`src/sv/qsl_pkg.sv`:
```
// Shared types and helpers for the quicksort sorter.
// No dependencies; used by quicksort_lomuto_sorter.
package qsl_pkg;

    // Element width of the sorted values
    localparam int unsigned VALUE_W = 32;

    // Sequencer states, one-hot
    typedef enum logic [16:0] {
        ST_IDLE     = 17'h00001,
        ST_PIV_RD   = 17'h00002,
        ST_HI_RD    = 17'h00004,
        ST_MID_WR   = 17'h00008,
        ST_SCAN_RD  = 17'h00010,
        ST_SCAN_CMP = 17'h00020,
        ST_SWAP_WI  = 17'h00040,
        ST_SWAP_WJ  = 17'h00080,
        ST_FIN_RD   = 17'h00100,
        ST_FIN_WH   = 17'h00200,
        ST_FIN_WI   = 17'h00400,
        ST_PUSH_L   = 17'h00800,
        ST_PUSH_R   = 17'h01000,
        ST_POP      = 17'h02000,
        ST_POP_WT   = 17'h04000,
        ST_EMIT     = 17'h08000,
        ST_DRAIN    = 17'h10000
    } t_state;

    // Signed ordering of two stored elements
    function automatic logic key_less(input logic [VALUE_W-1:0] a,
                                      input logic [VALUE_W-1:0] b);
        logic signed [VALUE_W-1:0] sa;
        logic signed [VALUE_W-1:0] sb;
        sa = $signed(a);
        sb = $signed(b);
        return sa < sb;
    endfunction

endpackage

```
`src/sv/qsl_ram.sv`:
```
// Generic single-write, single-read RAM with registered read data.
// No dependencies; used for the element store and the range stack.
module qsl_ram #(
    parameter int unsigned WIDTH = 32,
    parameter int unsigned DEPTH = 64,
    localparam int unsigned AW   = (DEPTH > 1) ? $clog2(DEPTH) : 1
) (
    input  logic             i_clk,
    input  logic             i_we,
    input  logic [AW-1:0]    i_waddr,
    input  logic [WIDTH-1:0] i_wdata,
    input  logic [AW-1:0]    i_raddr,
    output logic [WIDTH-1:0] o_rdata
);

    logic [WIDTH-1:0] r_mem [DEPTH];
    logic [WIDTH-1:0] r_rdata;

    // Write port and registered read port
    always_ff @(posedge i_clk) begin
        if (i_we) begin
            r_mem[i_waddr] <= i_wdata;
        end
        r_rdata <= r_mem[i_raddr];
    end

    assign o_rdata = r_rdata;

endmodule

```
`src/sv/quicksort_lomuto_sorter.sv`:
```
// Quicksort sorter top level: load, in-place Lomuto sort, ordered emission.
// Depends on qsl_pkg and qsl_ram (element store and range stack).
//
// Values are loaded one item per cycle while busy is low; at most MAX_ITEMS
// are kept and further values are dropped. An item with last set starts the
// sort; busy stays high until every sorted value has been sent. Each result
// is shown for one cycle with o_valid and cannot be held off; o_final_res
// marks the largest. The element store has a single read port, so a range
// is handled as a series of single memory accesses: set up the middle pivot,
// scan each element (with two writes for each swap), place the pivot and
// push and pop the range stack.
module quicksort_lomuto_sorter #(
    parameter int unsigned MAX_ITEMS = 64
) (
    input  logic               i_clk,
    input  logic               i_rst_n,
    input  logic               start,
    output logic               busy,
    input  logic signed [31:0] i_value,
    input  logic               i_last,
    output logic               o_valid,
    output logic signed [31:0] o_sorted_value,
    output logic               o_final_res
);

    localparam int unsigned VW  = qsl_pkg::VALUE_W;
    localparam int unsigned IW  = $clog2(MAX_ITEMS);
    localparam int unsigned CW  = $clog2(MAX_ITEMS + 1);
    localparam int unsigned SD  = MAX_ITEMS / 2;
    localparam int unsigned SAW = (SD > 1) ? $clog2(SD) : 1;
    localparam int unsigned SPW = $clog2(SD + 1);
    localparam int unsigned RW  = 2 * IW;

    localparam logic [CW-1:0]  CNT_MAX = CW'(MAX_ITEMS);
    localparam logic [SPW-1:0] SP_MAX  = SPW'(SD);

    typedef struct packed {
        logic [IW-1:0] hi;
        logic [IW-1:0] lo;
    } t_range;

    // Control state
    qsl_pkg::t_state r_state, n_state;
    logic [CW-1:0]   r_cnt, n_cnt;
    logic [SPW-1:0]  r_sp, n_sp;
    logic            r_out_v, n_out_v;

    // Working registers
    logic [IW-1:0]   r_lo, n_lo;
    logic [IW-1:0]   r_hi, n_hi;
    logic [IW-1:0]   r_i, n_i;
    logic [IW-1:0]   r_j, n_j;
    logic [IW-1:0]   r_k, n_k;
    logic [VW-1:0]   r_piv, n_piv;
    logic [VW-1:0]   r_jval, n_jval;
    logic            r_out_last, n_out_last;

    // Element store port
    logic            e_we;
    logic [IW-1:0]   e_waddr;
    logic [VW-1:0]   e_wdata;
    logic [IW-1:0]   e_raddr;
    logic [VW-1:0]   e_rdata;

    // Range stack port
    logic            s_we;
    logic [SAW-1:0]  s_waddr;
    t_range          s_wdata;
    logic [SAW-1:0]  s_raddr;
    logic [RW-1:0]   s_rdata;
    t_range          s_pop;

    // Derived values
    logic            w_accept;
    logic            w_store;
    logic [CW-1:0]   w_n;
    logic [IW:0]     w_sum;
    logic [IW-1:0]   w_mid;
    logic [IW:0]     w_j1;
    logic            w_j_end;
    logic            w_less;
    logic            w_push_l;
    logic            w_push_r;
    logic [SPW-1:0]  w_sp_dec;
    logic [CW:0]     w_k1;

    qsl_ram #(
        .WIDTH (VW),
        .DEPTH (MAX_ITEMS)
    ) u_elem_ram (
        .i_clk   (i_clk),
        .i_we    (e_we),
        .i_waddr (e_waddr),
        .i_wdata (e_wdata),
        .i_raddr (e_raddr),
        .o_rdata (e_rdata)
    );

    qsl_ram #(
        .WIDTH (RW),
        .DEPTH (SD)
    ) u_stack_ram (
        .i_clk   (i_clk),
        .i_we    (s_we),
        .i_waddr (s_waddr),
        .i_wdata (s_wdata),
        .i_raddr (s_raddr),
        .o_rdata (s_rdata)
    );

    assign busy     = (r_state != qsl_pkg::ST_IDLE);
    assign w_accept = start && !busy;
    assign w_store  = (r_cnt < CNT_MAX);
    assign w_n      = r_cnt + CW'(w_store);

    assign w_sum    = {1'b0, r_lo} + {1'b0, r_hi};
    assign w_mid    = w_sum[IW:1];
    assign w_j1     = {1'b0, r_j} + (IW+1)'(1);
    assign w_j_end  = (w_j1 == {1'b0, r_hi});
    assign w_less   = qsl_pkg::key_less(e_rdata, r_piv);
    assign w_push_l = ({1'b0, r_i} > ({1'b0, r_lo} + (IW+1)'(1)));
    assign w_push_r = (({1'b0, r_i} + (IW+1)'(1)) < {1'b0, r_hi});
    assign w_sp_dec = r_sp - SPW'(1);
    assign w_k1     = (CW+1)'(r_k) + (CW+1)'(1);
    assign s_pop    = t_range'(s_rdata);

    // Sequencer: load, partition, stack handling, emission.
    // No read whose data is used hits an entry written in the same cycle,
    // so the store needs no forwarding.
    always_comb begin
        n_state    = r_state;
        n_cnt      = r_cnt;
        n_sp       = r_sp;
        n_out_v    = 1'b0;
        n_out_last = r_out_last;
        n_lo       = r_lo;
        n_hi       = r_hi;
        n_i        = r_i;
        n_j        = r_j;
        n_k        = r_k;
        n_piv      = r_piv;
        n_jval     = r_jval;
        e_we       = 1'b0;
        e_waddr    = r_i;
        e_wdata    = r_jval;
        e_raddr    = r_j;
        s_we       = 1'b0;
        s_waddr    = r_sp[SAW-1:0];
        s_wdata    = '{hi: r_hi, lo: r_lo};
        s_raddr    = w_sp_dec[SAW-1:0];

        case (r_state)
            qsl_pkg::ST_IDLE: begin
                // Store the item unless full; a last item starts the sort, or the emission for fewer than two items
                if (w_accept) begin
                    if (w_store) begin
                        e_we    = 1'b1;
                        e_waddr = r_cnt[IW-1:0];
                        e_wdata = i_value;
                    end
                    n_cnt = w_n;
                    if (i_last) begin
                        n_sp = '0;
                        n_k  = '0;
                        if (w_n < CW'(2)) begin
                            n_state = qsl_pkg::ST_EMIT;
                        end else begin
                            n_lo    = '0;
                            n_hi    = IW'(w_n - CW'(1));
                            n_state = qsl_pkg::ST_PIV_RD;
                        end
                    end
                end
            end
            qsl_pkg::ST_PIV_RD: begin
                e_raddr = w_mid;
                n_state = qsl_pkg::ST_HI_RD;
            end
            qsl_pkg::ST_HI_RD: begin
                // Middle element becomes the pivot; fetch the top of the range
                n_piv   = e_rdata;
                e_raddr = r_hi;
                n_state = qsl_pkg::ST_MID_WR;
            end
            qsl_pkg::ST_MID_WR: begin
                // Move the old top into the middle slot; pivot lives in r_piv
                e_we    = 1'b1;
                e_waddr = w_mid;
                e_wdata = e_rdata;
                n_i     = r_lo;
                n_j     = r_lo;
                n_state = qsl_pkg::ST_SCAN_RD;
            end
            qsl_pkg::ST_SCAN_RD: begin
                e_raddr = r_j;
                n_state = qsl_pkg::ST_SCAN_CMP;
            end
            qsl_pkg::ST_SCAN_CMP: begin
                n_jval = e_rdata;
                if (w_less && (r_i != r_j)) begin
                    e_raddr = r_i;
                    n_state = qsl_pkg::ST_SWAP_WI;
                end else begin
                    if (w_less) begin
                        n_i = r_i + IW'(1);
                    end
                    if (w_j_end) begin
                        n_state = qsl_pkg::ST_FIN_RD;
                    end else begin
                        n_j     = w_j1[IW-1:0];
                        n_state = qsl_pkg::ST_SCAN_RD;
                    end
                end
            end
            qsl_pkg::ST_SWAP_WI: begin
                e_we    = 1'b1;
                e_waddr = r_j;
                e_wdata = e_rdata;
                n_state = qsl_pkg::ST_SWAP_WJ;
            end
            qsl_pkg::ST_SWAP_WJ: begin
                e_we    = 1'b1;
                e_waddr = r_i;
                e_wdata = r_jval;
                n_i     = r_i + IW'(1);
                if (w_j_end) begin
                    n_state = qsl_pkg::ST_FIN_RD;
                end else begin
                    n_j     = w_j1[IW-1:0];
                    n_state = qsl_pkg::ST_SCAN_RD;
                end
            end
            qsl_pkg::ST_FIN_RD: begin
                e_raddr = r_i;
                n_state = qsl_pkg::ST_FIN_WH;
            end
            qsl_pkg::ST_FIN_WH: begin
                e_we    = 1'b1;
                e_waddr = r_hi;
                e_wdata = e_rdata;
                n_state = qsl_pkg::ST_FIN_WI;
            end
            qsl_pkg::ST_FIN_WI: begin
                // Drop the pivot into its final slot
                e_we    = 1'b1;
                e_waddr = r_i;
                e_wdata = r_piv;
                n_state = qsl_pkg::ST_PUSH_L;
            end
            qsl_pkg::ST_PUSH_L: begin
                if (w_push_l) begin
                    s_we    = 1'b1;
                    s_wdata = '{hi: r_i - IW'(1), lo: r_lo};
                    n_sp    = r_sp + SPW'(1);
                end
                n_state = qsl_pkg::ST_PUSH_R;
            end
            qsl_pkg::ST_PUSH_R: begin
                if (w_push_r) begin
                    s_we    = 1'b1;
                    s_wdata = '{hi: r_hi, lo: r_i + IW'(1)};
                    n_sp    = r_sp + SPW'(1);
                end
                n_state = qsl_pkg::ST_POP;
            end
            qsl_pkg::ST_POP: begin
                if (r_sp == '0) begin
                    n_k     = '0;
                    n_state = qsl_pkg::ST_EMIT;
                end else begin
                    n_sp    = w_sp_dec;
                    n_state = qsl_pkg::ST_POP_WT;
                end
            end
            qsl_pkg::ST_POP_WT: begin
                n_lo = s_pop.lo;
                n_hi = s_pop.hi;
                if (s_pop.lo < s_pop.hi) begin
                    n_state = qsl_pkg::ST_PIV_RD;
                end else begin
                    n_state = qsl_pkg::ST_POP;
                end
            end
            qsl_pkg::ST_EMIT: begin
                // Stream the store out; read data is registered and appears in the cycle after its read
                e_raddr    = r_k;
                n_out_v    = 1'b1;
                n_out_last = (w_k1 == {1'b0, r_cnt});
                if (w_k1 == {1'b0, r_cnt}) begin
                    n_state = qsl_pkg::ST_DRAIN;
                end else begin
                    n_k = r_k + IW'(1);
                end
            end
            qsl_pkg::ST_DRAIN: begin
                n_cnt   = '0;
                n_sp    = '0;
                n_state = qsl_pkg::ST_IDLE;
            end
            default: begin
                n_state = qsl_pkg::ST_IDLE;
            end
        endcase
    end

    // Control registers
    always_ff @(posedge i_clk) begin
        if (!i_rst_n) begin
            r_state <= qsl_pkg::ST_IDLE;
            r_cnt   <= '0;
            r_sp    <= '0;
            r_out_v <= 1'b0;
        end else begin
            r_state <= n_state;
            r_cnt   <= n_cnt;
            r_sp    <= n_sp;
            r_out_v <= n_out_v;
        end
    end

    // Working registers
    always_ff @(posedge i_clk) begin
        r_lo       <= n_lo;
        r_hi       <= n_hi;
        r_i        <= n_i;
        r_j        <= n_j;
        r_k        <= n_k;
        r_piv      <= n_piv;
        r_jval     <= n_jval;
        r_out_last <= n_out_last;
    end

    assign o_valid        = r_out_v;
    assign o_sorted_value = $signed(e_rdata);
    assign o_final_res    = r_out_v && r_out_last;

    // A result only follows an emission cycle
    a_valid_after_emit: assert property (@(posedge i_clk) disable iff (!i_rst_n)
        o_valid |-> $past(r_state == qsl_pkg::ST_EMIT))
        else $error("result strobe without emission");

    // A swap always moves between two distinct slots with i below j
    a_swap_order: assert property (@(posedge i_clk) disable iff (!i_rst_n)
        (r_state == qsl_pkg::ST_SWAP_WI) |-> (r_i < r_j))
        else $error("swap with i not below j");

    // The scan never reaches the pivot slot
    a_scan_bound: assert property (@(posedge i_clk) disable iff (!i_rst_n)
        (r_state == qsl_pkg::ST_SCAN_RD) |-> (r_j < r_hi && r_i <= r_j))
        else $error("scan index out of range");

    // A push never overflows the range stack
    a_stack_room: assert property (@(posedge i_clk) disable iff (!i_rst_n)
        s_we |-> (r_sp < SP_MAX))
        else $error("range stack overflow");

    // Loading is closed while a set is being sent: the count holds during emission
    a_load_idle: assert property (@(posedge i_clk) disable iff (!i_rst_n)
        (r_state == qsl_pkg::ST_EMIT) |=> (r_cnt == $past(r_cnt)))
        else $error("count changed during emission");

endmodule

```
`config.mk`:
```
export PLATFORM = sky130hd
export DESIGN_NAME = quicksort_lomuto_sorter
export DESIGN_NICKNAME = d
export VERILOG_FILES = /design/src/sv/qsl_pkg.sv /design/src/sv/qsl_ram.sv /design/src/sv/quicksort_lomuto_sorter.sv
export SDC_FILE = /design/constraint.sdc
export NUM_CORES = 2
export LEC_CHECK = 0
export BUFFER_PORTS_ARGS = -buffer_cell sky130_fd_sc_hd__buf_2
export CAP_MARGIN = 5
export CORE_MARGIN = 4
export CORE_UTILIZATION = 50
export DETAILED_ROUTE_END_ITERATION = 8
export GPL_ROUTABILITY_DRIVEN = 0
export GPL_TIMING_DRIVEN = 0
export HOLD_SLACK_MARGIN = 0.02
export PLACE_DENSITY = 0.65
export SLEW_MARGIN = 20
export SYNTH_ARGS = -nofsm -noshare
export SYNTH_HDL_FRONTEND = slang
export SYNTH_SLANG_ARGS = --single-unit
```
`constraint.sdc`:
```
create_clock -name i_clk -period 8.35 [get_ports i_clk]
set_input_delay 0.835 -clock i_clk [delete_from_list [all_inputs] [get_ports i_clk]]
set_output_delay 0.835 -clock i_clk [all_outputs]
set_load 0.05 [all_outputs]
```
==> flow_summary.json <==
{
  "synth_edf_count": 2527,
  "worstRegToRegCells": 16,
  "antenna_found_initial": 42,
  "worst_pin_slew_ns": 1.275,
  "critPathSlowestCell": "nor2_1",
  "ys_seq_area_share_pct": 75.19,
  "grtUsageTotal_pct": 33.19,
  "die_w_um": 461.7,
  "dp_slack_ns": 1.159,
  "htreeDepth": 5,
  "clock_latency_ns": 0.94,
  "grt_start_max_net_pins": 65,
  "path_class": "reg2reg",
  "synth_area_leaders": "edfxtp_1 (74%), nand2_1 (5.7%), mux2i_1 (3.1%)",
  "dr.pass1.iters": 9,
  "cts_resized": 0,
  "setup_tns_ns": 0,
  "nNetsFinal": 7453,
  "drive_gt1_share_pct": 14.00,
  "power_mw": 34.25,
  "r2r_slack_ns": 0.67,
  "cts_setup_buffers": 0,
  "clock-root-buffer": "clkbuf_16",
  "start_util_pct": 50.31,
  "routedWlPerCell_um": 35.00,
  "synth.distinct_cells": 73,
  "path_clk_slew_ns": 0.06,
  "die_h_um": 461.7,
  "drt_iter0_markers": 12759,
  "fp-row-count": 166,
  "syn-num-nets": 6940,
  "drc": 7,
  "synthFlopType": "edfxtp_1",
  "reg2reg_to": "u_elem_ram.o_rdata[17]$_DFF_P_",
  "met3_usage_pct": 10.31,
  "ys_seq_elements": 2602,
  "grt_pass1_vias": 63673,
  "synth.avg_cell_area_um2": 15.05,
  "async_flop_share_pct": 0,
  "cp_num_buf_inv": 5,
  "vias": 68164,
  "port_buffers": 70,
  "cts.sinks": 2602,
  "rsz0062_at_grt": "no",
  "path_cells": "clkbuf_1 > nor3_1 > nand4_1 > or4b_2 > clkbuf_1 > nand4_1 > mux2i_1 > nand3_1 > nor2_1 > buf_2 > clkbuf_1 > buf_1 > mux2i_1 > a32oi_1 > nand4_1 > nand4_1",
  "status": "complete, but fails checks",
  "path_max_fanout": 10,
  "use_met2_pct": 49.07,
  "yosysTopAreaCellShare_pct": 73.73,
  "r2r-start": "r_state[1]$_SDFFE_PN0P_",
  "p_leak_nw": 39.93,
  "holdPathStages": 4,
  "synth_cells": 6839,
  "vias_per_cell": 6.647,
  "startpoint_type": "flip-flop",
  "report.final.setup_viol": 0,
  "crit_required_ns": 9.21,
  "yosysTopAreaCell": "edfxtp_1",
  "worst_slack_ns": 0.6744,
  "hold_path_class": "in2reg",
  "min_delay_worst_endpoint": "r_cnt[4]$_SDFFE_PN0P_",
  "syn_area_um2": 102900,
  "ios": 71,
  "die-area_um2": 213200,
  "busiest_layer": "met2",
  "grt_pass1_wl_um": 493300,
  "antenna_left": 0,
  "path_delay_family": "simple AND/OR/NAND/NOR gates",
  "clock-skew-final_ns": 0.06765,
  "vdd_drop_max_uv": 366.4,
  "violations": "design-rule violations",
  "hold_viol": 0,
  "post-route-period-util_pct": 91.92,
  "max_slew_margin_pct": 15.01,
  "slowest_delay_ns": 0.89,
  "coreArea_um2": 204600,
  "max_cap_viol_count": 0,
  "cts_buffers": 282,
  "post-route-cell-area_um2": 119800,
  "grt-ovfl-total": 0,
  "worstHoldStart": "start",
  "yosys_warnings": 0,
  "path_common_cell": "nand4_1",
  "grtUsageMet1_pct": 42.99,
  "fin_crit_ns": 7.676,
  "dp_hpwl_um": 245400,
  "mostFrequentLayoutCells": "edfxtp_1 (2,527), nand2_1 (1,520), nand3_1 (418)",
  "power.density_nw_per_um2": 285.9,
  "drv_slew": 0,
  "area_delta_synth_final_pct": 16.42,
  "cts_hold_buffers": 0,
  "fmax_mhz": 130.3,
  "setup.worst_path.end_class": "flip-flop",
  "dpl_cell_area_um2": 111200,
  "final_common_cell": "edfxtp_1",
  "wl_um": 358900,
  "cts_buffer_depth": 4,
  "cts_tree": "built",
  "worstPathArrival_ns": 8.53
}
==> cells in the mapped netlist (15+ instances only) <==
cell type and number:
edfxtp_1 2527, nand2_1 1552, nand3_1 418, mux2i_1 322, a32oi_1 321, nand4_1 244, clkbuf_1 211, nor2_1 176
buf_2 157, mux4_2 120, dfxtp_1 75, inv_1 69, ha_1 64, a21oi_1 58, and3_1 49, o21ai_0 40
buf_1 37, a31oi_1 35, xnor2_1 35, a222oi_1 34, and4_1 33, nor3_1 27, xor2_1 24, or3_1 19
and2_1 17, nor4_1 16, mux2_2 15
==> stage by stage <==
stage | cells | hold slack, ns | utilization, %
after floorplan | 6839 | 0.4576 | -
after global placement | 9597 | 0.4664 | 52.12
after detailed placement | 9756 | 0.5000 | 54.34
after CTS | 10230 | 0.2950 | 58.52
after global routing | 10238 | 0.3344 | 58.54
final | 10255 | 0.3271 | 58.56
==> worst max path at each step <==
stage / start / end / depth (start not counted)
2_1_floorplan: r_state[10]$_SDFFE_PN0P_ / u_elem_ram.o_rdata[10]$_DFF_P_ / 13
3_3_place_gp: r_state[11]$_SDFFE_PN0P_ / u_elem_ram.o_rdata[3]$_DFF_P_ / 13
3_5_place_dp: r_state[1]$_SDFFE_PN0P_ / u_elem_ram.o_rdata[26]$_DFF_P_ / 16
4_1_cts: r_state[1]$_SDFFE_PN0P_ / u_elem_ram.o_rdata[26]$_DFF_P_ / 16
5_1_grt: r_state[1]$_SDFFE_PN0P_ / u_elem_ram.o_rdata[17]$_DFF_P_ / 16
6_report: r_state[1]$_SDFFE_PN0P_ / u_elem_ram.o_rdata[17]$_DFF_P_ / 16
==> layout make-up <==
| type | instances | area, um2 |
|---|---|---|
| antenna | 25 | 62.56 |
| buffer | 418 | 1832 |
| clock buffer | 368 | 7620 |
| clock inverter | 106 | 915.9 |
| fill | 15208 | 84770 |
| inverter | 69 | 259.0 |
| multi-input combinational | 3750 | 24410 |
| sequential | 2602 | 77380 |
| tap | 2688 | 3363 |
| timing repair buffer | 229 | 3963 |
==> logic make-up after synthesis <==
logic type | synth area share (%)
compound gates | 4.251
xor+xnor | 0.5021
fa+ha+maj | 0.7975
buf+inv | 2.018
flops | 75.19
mux | 5.922
simple gates | 11.32
==> tightest hold or removal path, stage by stage <==
cell	delay (ns)
buf_2	0.13
nand2_1	0.07
or3_1	0.10
a21oi_1	0.05
==> state kept, by name, summed over array words and instances, names as in the netlist <==
signal and count:
r_i 6, r_sp 6, r_hi 6, o_valid 1, u_elem_ram.r_mem 2048, r_piv 32, u_stack_ram.o_rdata 12, u_elem_ram.o_rdata 32
u_stack_ram.r_mem 384, r_j 6, r_jval 32, r_state 17, r_out_last 1, r_k 6, r_lo 6, r_cnt 7
==> layer usage <==
layer  vias to the layer above  wire length (um)  part of all wire, %
met5                         -               106                0.030
met4                        14             27520                  7.7
met3                      1260             51400                   14
met2                      5654            156300                   44
met1                     33871            123600                   34
li1                      27365                 -                    -
==> report_power, final <==
group / leakage, nW / internal (mW) / switching, mW
clock network: 4.15 / 6.86 / 4.98
logic: 12.3 / 1.19 / 4.74
registers: 23.4 / 16.3 / 0.162
Power figures use the tool's default switching activity.
